[src/rtl/csp_pkg.sv]
`default_nettype none
// ----------------------------------------------------------------------------
// csp_pkg
// Shared types, codes and character constants of the checksummed sentence
// parser.
// ----------------------------------------------------------------------------
package csp_pkg;

  localparam int MAX_BODY_LEN_DEF = 64;

  localparam int BYTE_W  = 8;
  localparam int FIELD_W = 16;
  localparam int STAT_W  = 3;
  localparam int NFIELDS = 3;

  typedef logic [STAT_W-1:0] status_t;

  localparam status_t ST_WAITING = 3'd0;
  localparam status_t ST_GOOD    = 3'd1;
  localparam status_t ST_FAIL    = 3'd2;
  localparam status_t ST_COO     = 3'd3;
  localparam status_t ST_HIT     = 3'd4;
  localparam status_t ST_CHA     = 3'd5;
  localparam status_t ST_DET     = 3'd6;

  typedef enum logic [4:0] {
    MODE_WAIT    = 5'b00001,
    MODE_BODY    = 5'b00010,
    MODE_HEX_HI  = 5'b00100,
    MODE_HEX_LO  = 5'b01000,
    MODE_NEWLINE = 5'b10000
  } mode_t;

  localparam logic [7:0] CH_DOLLAR  = 8'h24;
  localparam logic [7:0] CH_STAR    = 8'h2A;
  localparam logic [7:0] CH_NL      = 8'h0A;
  localparam logic [7:0] CH_COMMA   = 8'h2C;
  localparam logic [7:0] CH_ZERO    = 8'd48;
  localparam logic [7:0] CH_NINE    = 8'd57;
  localparam logic [7:0] CH_UA      = 8'd65;
  localparam logic [7:0] CH_UF      = 8'd70;
  localparam logic [7:0] CH_LA      = 8'd97;
  localparam logic [7:0] CH_LF      = 8'd102;
  localparam logic [7:0] HEX_UP_OFS = 8'd55;
  localparam logic [7:0] HEX_LO_OFS = 8'd87;

  localparam logic [23:0] ID_COO = 24'h434F4F;
  localparam logic [23:0] ID_HIT = 24'h484954;
  localparam logic [23:0] ID_CHA = 24'h434841;
  localparam logic [23:0] ID_DET = 24'h444554;

  // Bit 4 flags a character that is not a hex digit.
  function automatic logic [4:0] hex_value(input logic [7:0] b);
    logic [7:0] d;
    d = 8'd16;
    if (b >= CH_ZERO && b <= CH_NINE) begin
      d = b - CH_ZERO;
    end else if (b >= CH_UA && b <= CH_UF) begin
      d = b - HEX_UP_OFS;
    end else if (b >= CH_LA && b <= CH_LF) begin
      d = b - HEX_LO_OFS;
    end
    return d[4:0];
  endfunction

endpackage
`default_nettype wire

[src/rtl/checksummed_sentence_parser.sv]
`default_nettype none
// ----------------------------------------------------------------------------
// checksummed_sentence_parser
// Parses '$BODY*HH\n' sentences one byte per item, checks the XOR checksum,
// decodes the COO/HIT/CHA/DET IDs and up to three decimal fields.
// ----------------------------------------------------------------------------
// Every input item yields exactly one result item. An accepted byte sits in
// an input register, the parse update and the result are formed from it and
// the frame registers, and the result lands in the output register, so one
// item can be taken every cycle as long as results are taken. A stalled
// output stalls the input register and then in_ready. Bodies longer than
// MAX_BODY_LEN bytes fail; hex digits of either case are accepted.
module checksummed_sentence_parser #(
  parameter int MAX_BODY_LEN = csp_pkg::MAX_BODY_LEN_DEF
) (
  input  wire logic                         clk,
  input  wire logic                         rst_n,
  input  wire logic                         in_valid,
  output logic                              in_ready,
  input  wire logic [csp_pkg::BYTE_W-1:0]   in_byte_in,
  output logic                              out_valid,
  input  wire logic                         out_ready,
  output logic [csp_pkg::STAT_W-1:0]        out_status,
  output logic [csp_pkg::FIELD_W-1:0]       out_field_a,
  output logic [csp_pkg::FIELD_W-1:0]       out_field_b,
  output logic [csp_pkg::FIELD_W-1:0]       out_field_c
);

  localparam int LEN_W = $clog2(MAX_BODY_LEN + 1);
  localparam logic [LEN_W-1:0] LEN_MAX = LEN_W'(MAX_BODY_LEN);
  localparam logic [LEN_W-1:0] LEN_ID  = LEN_W'(3);
  localparam logic [LEN_W-1:0] LEN_ONE = LEN_W'(1);

  logic                         s1_vld_r;
  logic [csp_pkg::BYTE_W-1:0]   s1_byte_r;
  logic                         advance;

  csp_pkg::mode_t               mode_r, mode_nxt;
  logic [LEN_W-1:0]             len_r, len_nxt;
  logic [7:0]                   xor_r, xor_nxt;
  logic [7:0]                   rsum_r, rsum_nxt;
  logic [23:0]                  id_r, id_nxt;
  logic [1:0]                   fidx_r, fidx_nxt;
  logic [csp_pkg::FIELD_W-1:0]  fval_r [csp_pkg::NFIELDS];
  logic [csp_pkg::FIELD_W-1:0]  fval_nxt [csp_pkg::NFIELDS];
  logic [csp_pkg::NFIELDS-1:0]  fstop_r, fstop_nxt;
  logic                         infld_r, infld_nxt;

  csp_pkg::status_t             res_status;
  logic [csp_pkg::FIELD_W-1:0]  res_a, res_b, res_c;

  logic                         clr;
  logic [4:0]                   hv;
  logic [7:0]                   b;
  logic [csp_pkg::FIELD_W-1:0]  cur;
  logic [csp_pkg::FIELD_W-1:0]  digit;

  assign advance  = !out_valid || out_ready;
  assign in_ready = !s1_vld_r || advance;

  always_ff @(posedge clk) begin
    if (!rst_n) begin
      s1_vld_r <= 1'b0;
    end else if (in_ready) begin
      s1_vld_r <= in_valid;
    end
  end

  always_ff @(posedge clk) begin
    if (in_ready && in_valid) begin
      s1_byte_r <= in_byte_in;
    end
  end

  always_comb begin
    b          = s1_byte_r;
    hv         = csp_pkg::hex_value(b);
    cur        = fval_r[fidx_r];
    digit      = csp_pkg::FIELD_W'(b - csp_pkg::CH_ZERO);
    mode_nxt   = mode_r;
    len_nxt    = len_r;
    xor_nxt    = xor_r;
    rsum_nxt   = rsum_r;
    id_nxt     = id_r;
    fidx_nxt   = fidx_r;
    fval_nxt   = fval_r;
    fstop_nxt  = fstop_r;
    infld_nxt  = infld_r;
    clr        = 1'b0;
    res_status = csp_pkg::ST_GOOD;
    res_a      = '0;
    res_b      = '0;
    res_c      = '0;

    unique case (mode_r)
      csp_pkg::MODE_WAIT: begin
        if (b == csp_pkg::CH_DOLLAR) begin
          clr      = 1'b1;
          mode_nxt = csp_pkg::MODE_BODY;
        end else begin
          res_status = csp_pkg::ST_WAITING;
        end
      end
      csp_pkg::MODE_BODY: begin
        if (b == csp_pkg::CH_STAR) begin
          mode_nxt = csp_pkg::MODE_HEX_HI;
        end else if (len_r >= LEN_MAX) begin
          res_status = csp_pkg::ST_FAIL;
          clr        = 1'b1;
          mode_nxt   = csp_pkg::MODE_WAIT;
        end else begin
          len_nxt = len_r + LEN_ONE;
          xor_nxt = xor_r ^ b;
          if (len_r < LEN_ID) begin
            id_nxt = {id_r[15:0], b};
          end
          if (!infld_r) begin
            if (b == csp_pkg::CH_COMMA) begin
              infld_nxt = 1'b1;
            end
          end else if (b == csp_pkg::CH_COMMA) begin
            if (fidx_r < 2'd2) begin
              fidx_nxt = fidx_r + 2'd1;
            end else begin
              fstop_nxt[2] = 1'b1;
            end
          end else if (!fstop_r[fidx_r]) begin
            if (b >= csp_pkg::CH_ZERO && b <= csp_pkg::CH_NINE) begin
              fval_nxt[fidx_r] = {cur[12:0], 3'b000} + {cur[14:0], 1'b0} + digit;
            end else begin
              fstop_nxt[fidx_r] = 1'b1;
            end
          end
        end
      end
      csp_pkg::MODE_HEX_HI: begin
        if (hv[4]) begin
          res_status = csp_pkg::ST_FAIL;
          clr        = 1'b1;
          mode_nxt   = csp_pkg::MODE_WAIT;
        end else begin
          rsum_nxt = {hv[3:0], 4'h0};
          mode_nxt = csp_pkg::MODE_HEX_LO;
        end
      end
      csp_pkg::MODE_HEX_LO: begin
        if (hv[4] || {rsum_r[7:4], hv[3:0]} != xor_r) begin
          res_status = csp_pkg::ST_FAIL;
          clr        = 1'b1;
          mode_nxt   = csp_pkg::MODE_WAIT;
        end else begin
          rsum_nxt = {rsum_r[7:4], hv[3:0]};
          mode_nxt = csp_pkg::MODE_NEWLINE;
        end
      end
      csp_pkg::MODE_NEWLINE: begin
        clr      = 1'b1;
        mode_nxt = csp_pkg::MODE_WAIT;
        if (b != csp_pkg::CH_NL || len_r < LEN_ID) begin
          res_status = csp_pkg::ST_FAIL;
        end else if (id_r == csp_pkg::ID_COO) begin
          res_status = csp_pkg::ST_COO;
        end else if (id_r == csp_pkg::ID_HIT) begin
          res_status = csp_pkg::ST_HIT;
        end else if (id_r == csp_pkg::ID_CHA) begin
          res_status = csp_pkg::ST_CHA;
        end else if (id_r == csp_pkg::ID_DET) begin
          res_status = csp_pkg::ST_DET;
        end else begin
          res_status = csp_pkg::ST_FAIL;
        end
        if (res_status != csp_pkg::ST_FAIL) begin
          res_a = fval_r[0];
          res_b = fval_r[1];
          res_c = (res_status == csp_pkg::ST_HIT) ? fval_r[2] : '0;
        end
      end
      default: begin
        res_status = csp_pkg::ST_FAIL;
        clr        = 1'b1;
        mode_nxt   = csp_pkg::MODE_WAIT;
      end
    endcase

    if (clr) begin
      len_nxt   = '0;
      xor_nxt   = '0;
      rsum_nxt  = '0;
      id_nxt    = '0;
      fidx_nxt  = '0;
      fval_nxt  = '{default: '0};
      fstop_nxt = '0;
      infld_nxt = 1'b0;
    end
  end

  always_ff @(posedge clk) begin
    if (!rst_n) begin
      mode_r  <= csp_pkg::MODE_WAIT;
      len_r   <= '0;
      xor_r   <= '0;
      rsum_r  <= '0;
      id_r    <= '0;
      fidx_r  <= '0;
      fval_r  <= '{default: '0};
      fstop_r <= '0;
      infld_r <= 1'b0;
    end else if (s1_vld_r && advance) begin
      mode_r  <= mode_nxt;
      len_r   <= len_nxt;
      xor_r   <= xor_nxt;
      rsum_r  <= rsum_nxt;
      id_r    <= id_nxt;
      fidx_r  <= fidx_nxt;
      fval_r  <= fval_nxt;
      fstop_r <= fstop_nxt;
      infld_r <= infld_nxt;
    end
  end

  always_ff @(posedge clk) begin
    if (!rst_n) begin
      out_valid <= 1'b0;
    end else if (advance) begin
      out_valid <= s1_vld_r;
    end
  end

  always_ff @(posedge clk) begin
    if (s1_vld_r && advance) begin
      out_status  <= res_status;
      out_field_a <= res_a;
      out_field_b <= res_b;
      out_field_c <= res_c;
    end
  end

endmodule
`default_nettype wire

[config.mk]
export PLATFORM = sky130hd
export DESIGN_NAME = checksummed_sentence_parser
export DESIGN_NICKNAME = d
export VERILOG_FILES = /design/src/rtl/csp_pkg.sv /design/src/rtl/checksummed_sentence_parser.sv
export SDC_FILE = /design/constraint.sdc
export NUM_CORES = 1
export LEC_CHECK = 0
export ABC_AREA = 1
export BUFFER_PORTS_ARGS = -buffer_cell sky130_fd_sc_hd__buf_2
export CORE_MARGIN = 10
export CORE_UTILIZATION = 25
export CTS_BUF_LIST = sky130_fd_sc_hd__clkbuf_4 sky130_fd_sc_hd__clkbuf_8 sky130_fd_sc_hd__clkbuf_16
export CTS_CLUSTER_SIZE = 20
export DETAILED_ROUTE_END_ITERATION = 7
export GPL_ROUTABILITY_DRIVEN = 0
export GPL_TIMING_DRIVEN = 0
export PLACE_DENSITY = 0.42
export SYNTH_ARGS = -nofsm -noshare
export SYNTH_HDL_FRONTEND = slang
export SYNTH_SLANG_ARGS = --single-unit
[constraint.sdc]
create_clock -name clk -period 5.1 [get_ports clk]
set_clock_uncertainty 0.1 [all_clocks]
set_input_delay 0 -clock clk [delete_from_list [all_inputs] [get_ports clk]]
set_output_delay 0 -clock clk [all_outputs]
set_load 0.1 [all_outputs]
==> reports/metrics.cfg <==
[run_status]
outcome = completed

[worst_setup_path]
cp-end-kind = register
required_ps = 5360
path_class = reg -> reg
startpoint_type = register
critPathMaxFanout = 10
arrival_ps = 4860

[die]
ios = 65
die_x_microns = 205
core-area_sq_um = 33600
die_area_sq_um = 42000
rows = 67
start_util_pct = 25.4
die_h_microns = 205

[clocking]
cts_tree = yes
root_buffer = clkbuf_16
clockBufferDepth = 2
cts_buffers = 17
htreeDepth = 4
clkTransAtPathRegs_ps = 80
insertion_delay_ps = 440
clock_sinks = 163

[final_layout]
drive_gt1_share_pct = 12.6
fillers = 3633
nNetsFinal = 1214
layout_commonest_cell = nand2_1
multi_input_area_sq_um = 3930
n_antenna_cell = 0
seq_area_sq_um = 3850
synthToLayoutAreaGrowth_pct = 19.4
layout_common_cells = nand2_1 (207), a21oi_1 (135), inv_1 (132), dfxtp_1 (104), nor2_1 (86)

[synthesis]
synth_cell_types = 43
ys_warn_count = 0
syn-instance-count = 1063
avgSynthCellArea_sq_um = 8.04
seq_area_frac_synth_pct = 45.1
mappedNetlistNets = 1116
ys_ff_latch = 163
syn_area_sq_um = 8550

[global_route]
grtUsageTotal_pct = 12.9
grt_pass1_wl_mm = 42.4
grt_pass1_vias = 7372
grt_max_degree = 40
gr-total-overflow = 0
antenna_found_initial = 0

[job]
drv_cap = 0

[place]
dpl.hpwl_mm = 20.4
pre_cts_ws_ps = 229
io_buffers = 64

[sta]
period_share_pct = 90.2
slew_headroom_pct = 47.4
setup_violations = 0
max_freq_mhz = 217
layout_min_cycle_time_ps = 4600
worst_slew_pin_slew_ps = 782
hold_viol_final = 0
rsz0062_at_grt = false
worst_slack_ps = 500
slew_viol_final = 0

[routing]
routed_wl_mm = 26.6
viasPerCell = 4.52
detail_route.iter0.violations = 569
ant_nets = 0
post_drt_wl_per_cell_microns = 16.4
route.detailed.drc = 0
via_count = 7331
drtPass1Iterations = 5

[power_and_ir_drop]
peakVddDrop_v = 0.000225
powerDensity_nw_per_um2 = 326
fin_total_pwr_mw = 3.33
p_leak_nw = 3.75

[hold_path]
hp-class = in -> reg

==> worst paths after layout <==
path                            cells after the start  slack [ps]           from         end
worst max register to register                     19         500      fidx_r[0]  fval_r[47]
worst max-delay path                               19         500      fidx_r[0]  fval_r[47]
worst min register to register                      2         360     fstop_r[1]  fstop_r[1]
worst min-delay path                                2         160  in_byte_in[6]        b[6]
==> synth_stat cells <==
cell,count,share of area (%)
or2_2,5,0.37
nand3b_1,3,0.26
xnor2_1,4,0.41
buf_4,2,0.18
o2111ai_1,1,0.10
nand2_1,207,9.1
buf_1,4,0.18
a31o_2,1,0.10
nor4_1,12,0.88
nor2_1,86,3.8
o21ai_0,32,1.9
nor3_1,12,0.70
a31oi_1,2,0.15
dfxtp_1,104,24
a211oi_1,1,0.088
buf_2,10,0.59
edfxtp_1,59,21
clkinv_1,2,0.088
clkbuf_1,29,1.3
a21oi_1,135,7.9
nand4_2,1,0.15
nand3_2,4,0.47
inv_2,6,0.26
o21ai_2,1,0.10
fa_1,13,3.0
nand3_1,40,2.3
nand2_4,2,0.26
and2_1,1,0.073
nand2_2,2,0.15
nand4_1,70,5.1
nand3_4,2,0.41
o21ai_1,3,0.18
o31ai_1,12,1.1
o21bai_1,1,0.088
o211ai_1,3,0.26
a21o_1,2,0.18
ha_1,28,4.1
nor3b_1,2,0.18
xor2_1,16,1.6
nor2_2,5,0.37
a32oi_1,1,0.10
inv_1,133,5.8
buf_6,4,0.53
==> metal layers <==
| layer | track usage (%) | routed length, microns |
|---|---|---|
| met1 | 18.9 | 14000 |
| met2 | 19.2 | 11400 |
| met3 | 2.13 | 931 |
| met4 | 3.10 | 176 |
| met5 | 0 | 0 |
==> sequential cells by signal (all words and copies together), names as in the netlist, 2 cells and up <==
register,count
b,8
fidx_r,2
fstop_r,3
fval_r,48
id_r,24
len_r,7
mode_r,5
out_field_a,16
out_field_b,16
out_field_c,16
out_status,3
rsum_r,4
xor_r,8
==> repair_timing <==
item	in CTS	in global routing
hold buffers	13	0
gates resized for setup	0	6
endpoints found under the hold margin	25	0
endpoints found under the setup margin	0	6
buffers inserted	0	0
==> kinds of logic (layout without fill, tap and decap cells) <==
family	count (synthesis)	after routing	share of synthesized area (%)
adders and majority gates	41	41	7.15
and+or+nand+nor	454	454	24.6
buffers and inverters	190	301	8.93
AOI/OAI and AO/OA	195	195	12.2
xor gates and xnor gates	20	20	2.05
DFF	163	163	45.1
==> critical path, stage by stage (launching register included) <==
cell and delay (ps):
dfxtp_1 320, clkbuf_1 200, clkbuf_2 250, clkbuf_1 310, o31ai_1 680, fa_1 540, ha_1 360, a21oi_1 140
nand2_1 110, nand2_1 80, nand3_1 110, a21o_1 180, nand2_1 50, nand2_1 80, nand3_1 100, nor2_1 50
nor2_1 130, xor2_1 360, nand4_1 200, a21oi_1 180
==> report_power, final <==
group	leakage, nW	internal (mW)	switching, mW
clock network	0.291	0.664	0.648
registers	1.37	1.39	0.0285
logic	2.10	0.129	0.470
total	3.75	2.18	1.15
==> per-stage QoR <==
step	util [%]	std cells	cell area [sq um]	hold WS, ps	setup TNS [ps]
2_1_floorplan	-	1063	8550	-1.13	0
3_3_place_gp	28.0	1575	9430	77.6	-355
3_5_place_dp	28.1	1577	9460	79.9	0
4_1_cts	30.3	1622	10200	149	0
5_1_grt	30.4	1622	10200	159	0
6_report	30.4	1622	10200	164	0
==> final cells by class <==
cell class	instances	area share, %
plain buffers	49	2.33
clock buffers	17	4.17
clock inverters	15	1.79
inverters	141	5.19
multi-input cells	710	38.5
flip-flops and latches	163	37.8
well taps	448	5.49
repair buffers	79	4.72
No activity file was read; power rests on OpenSTA's default activity.
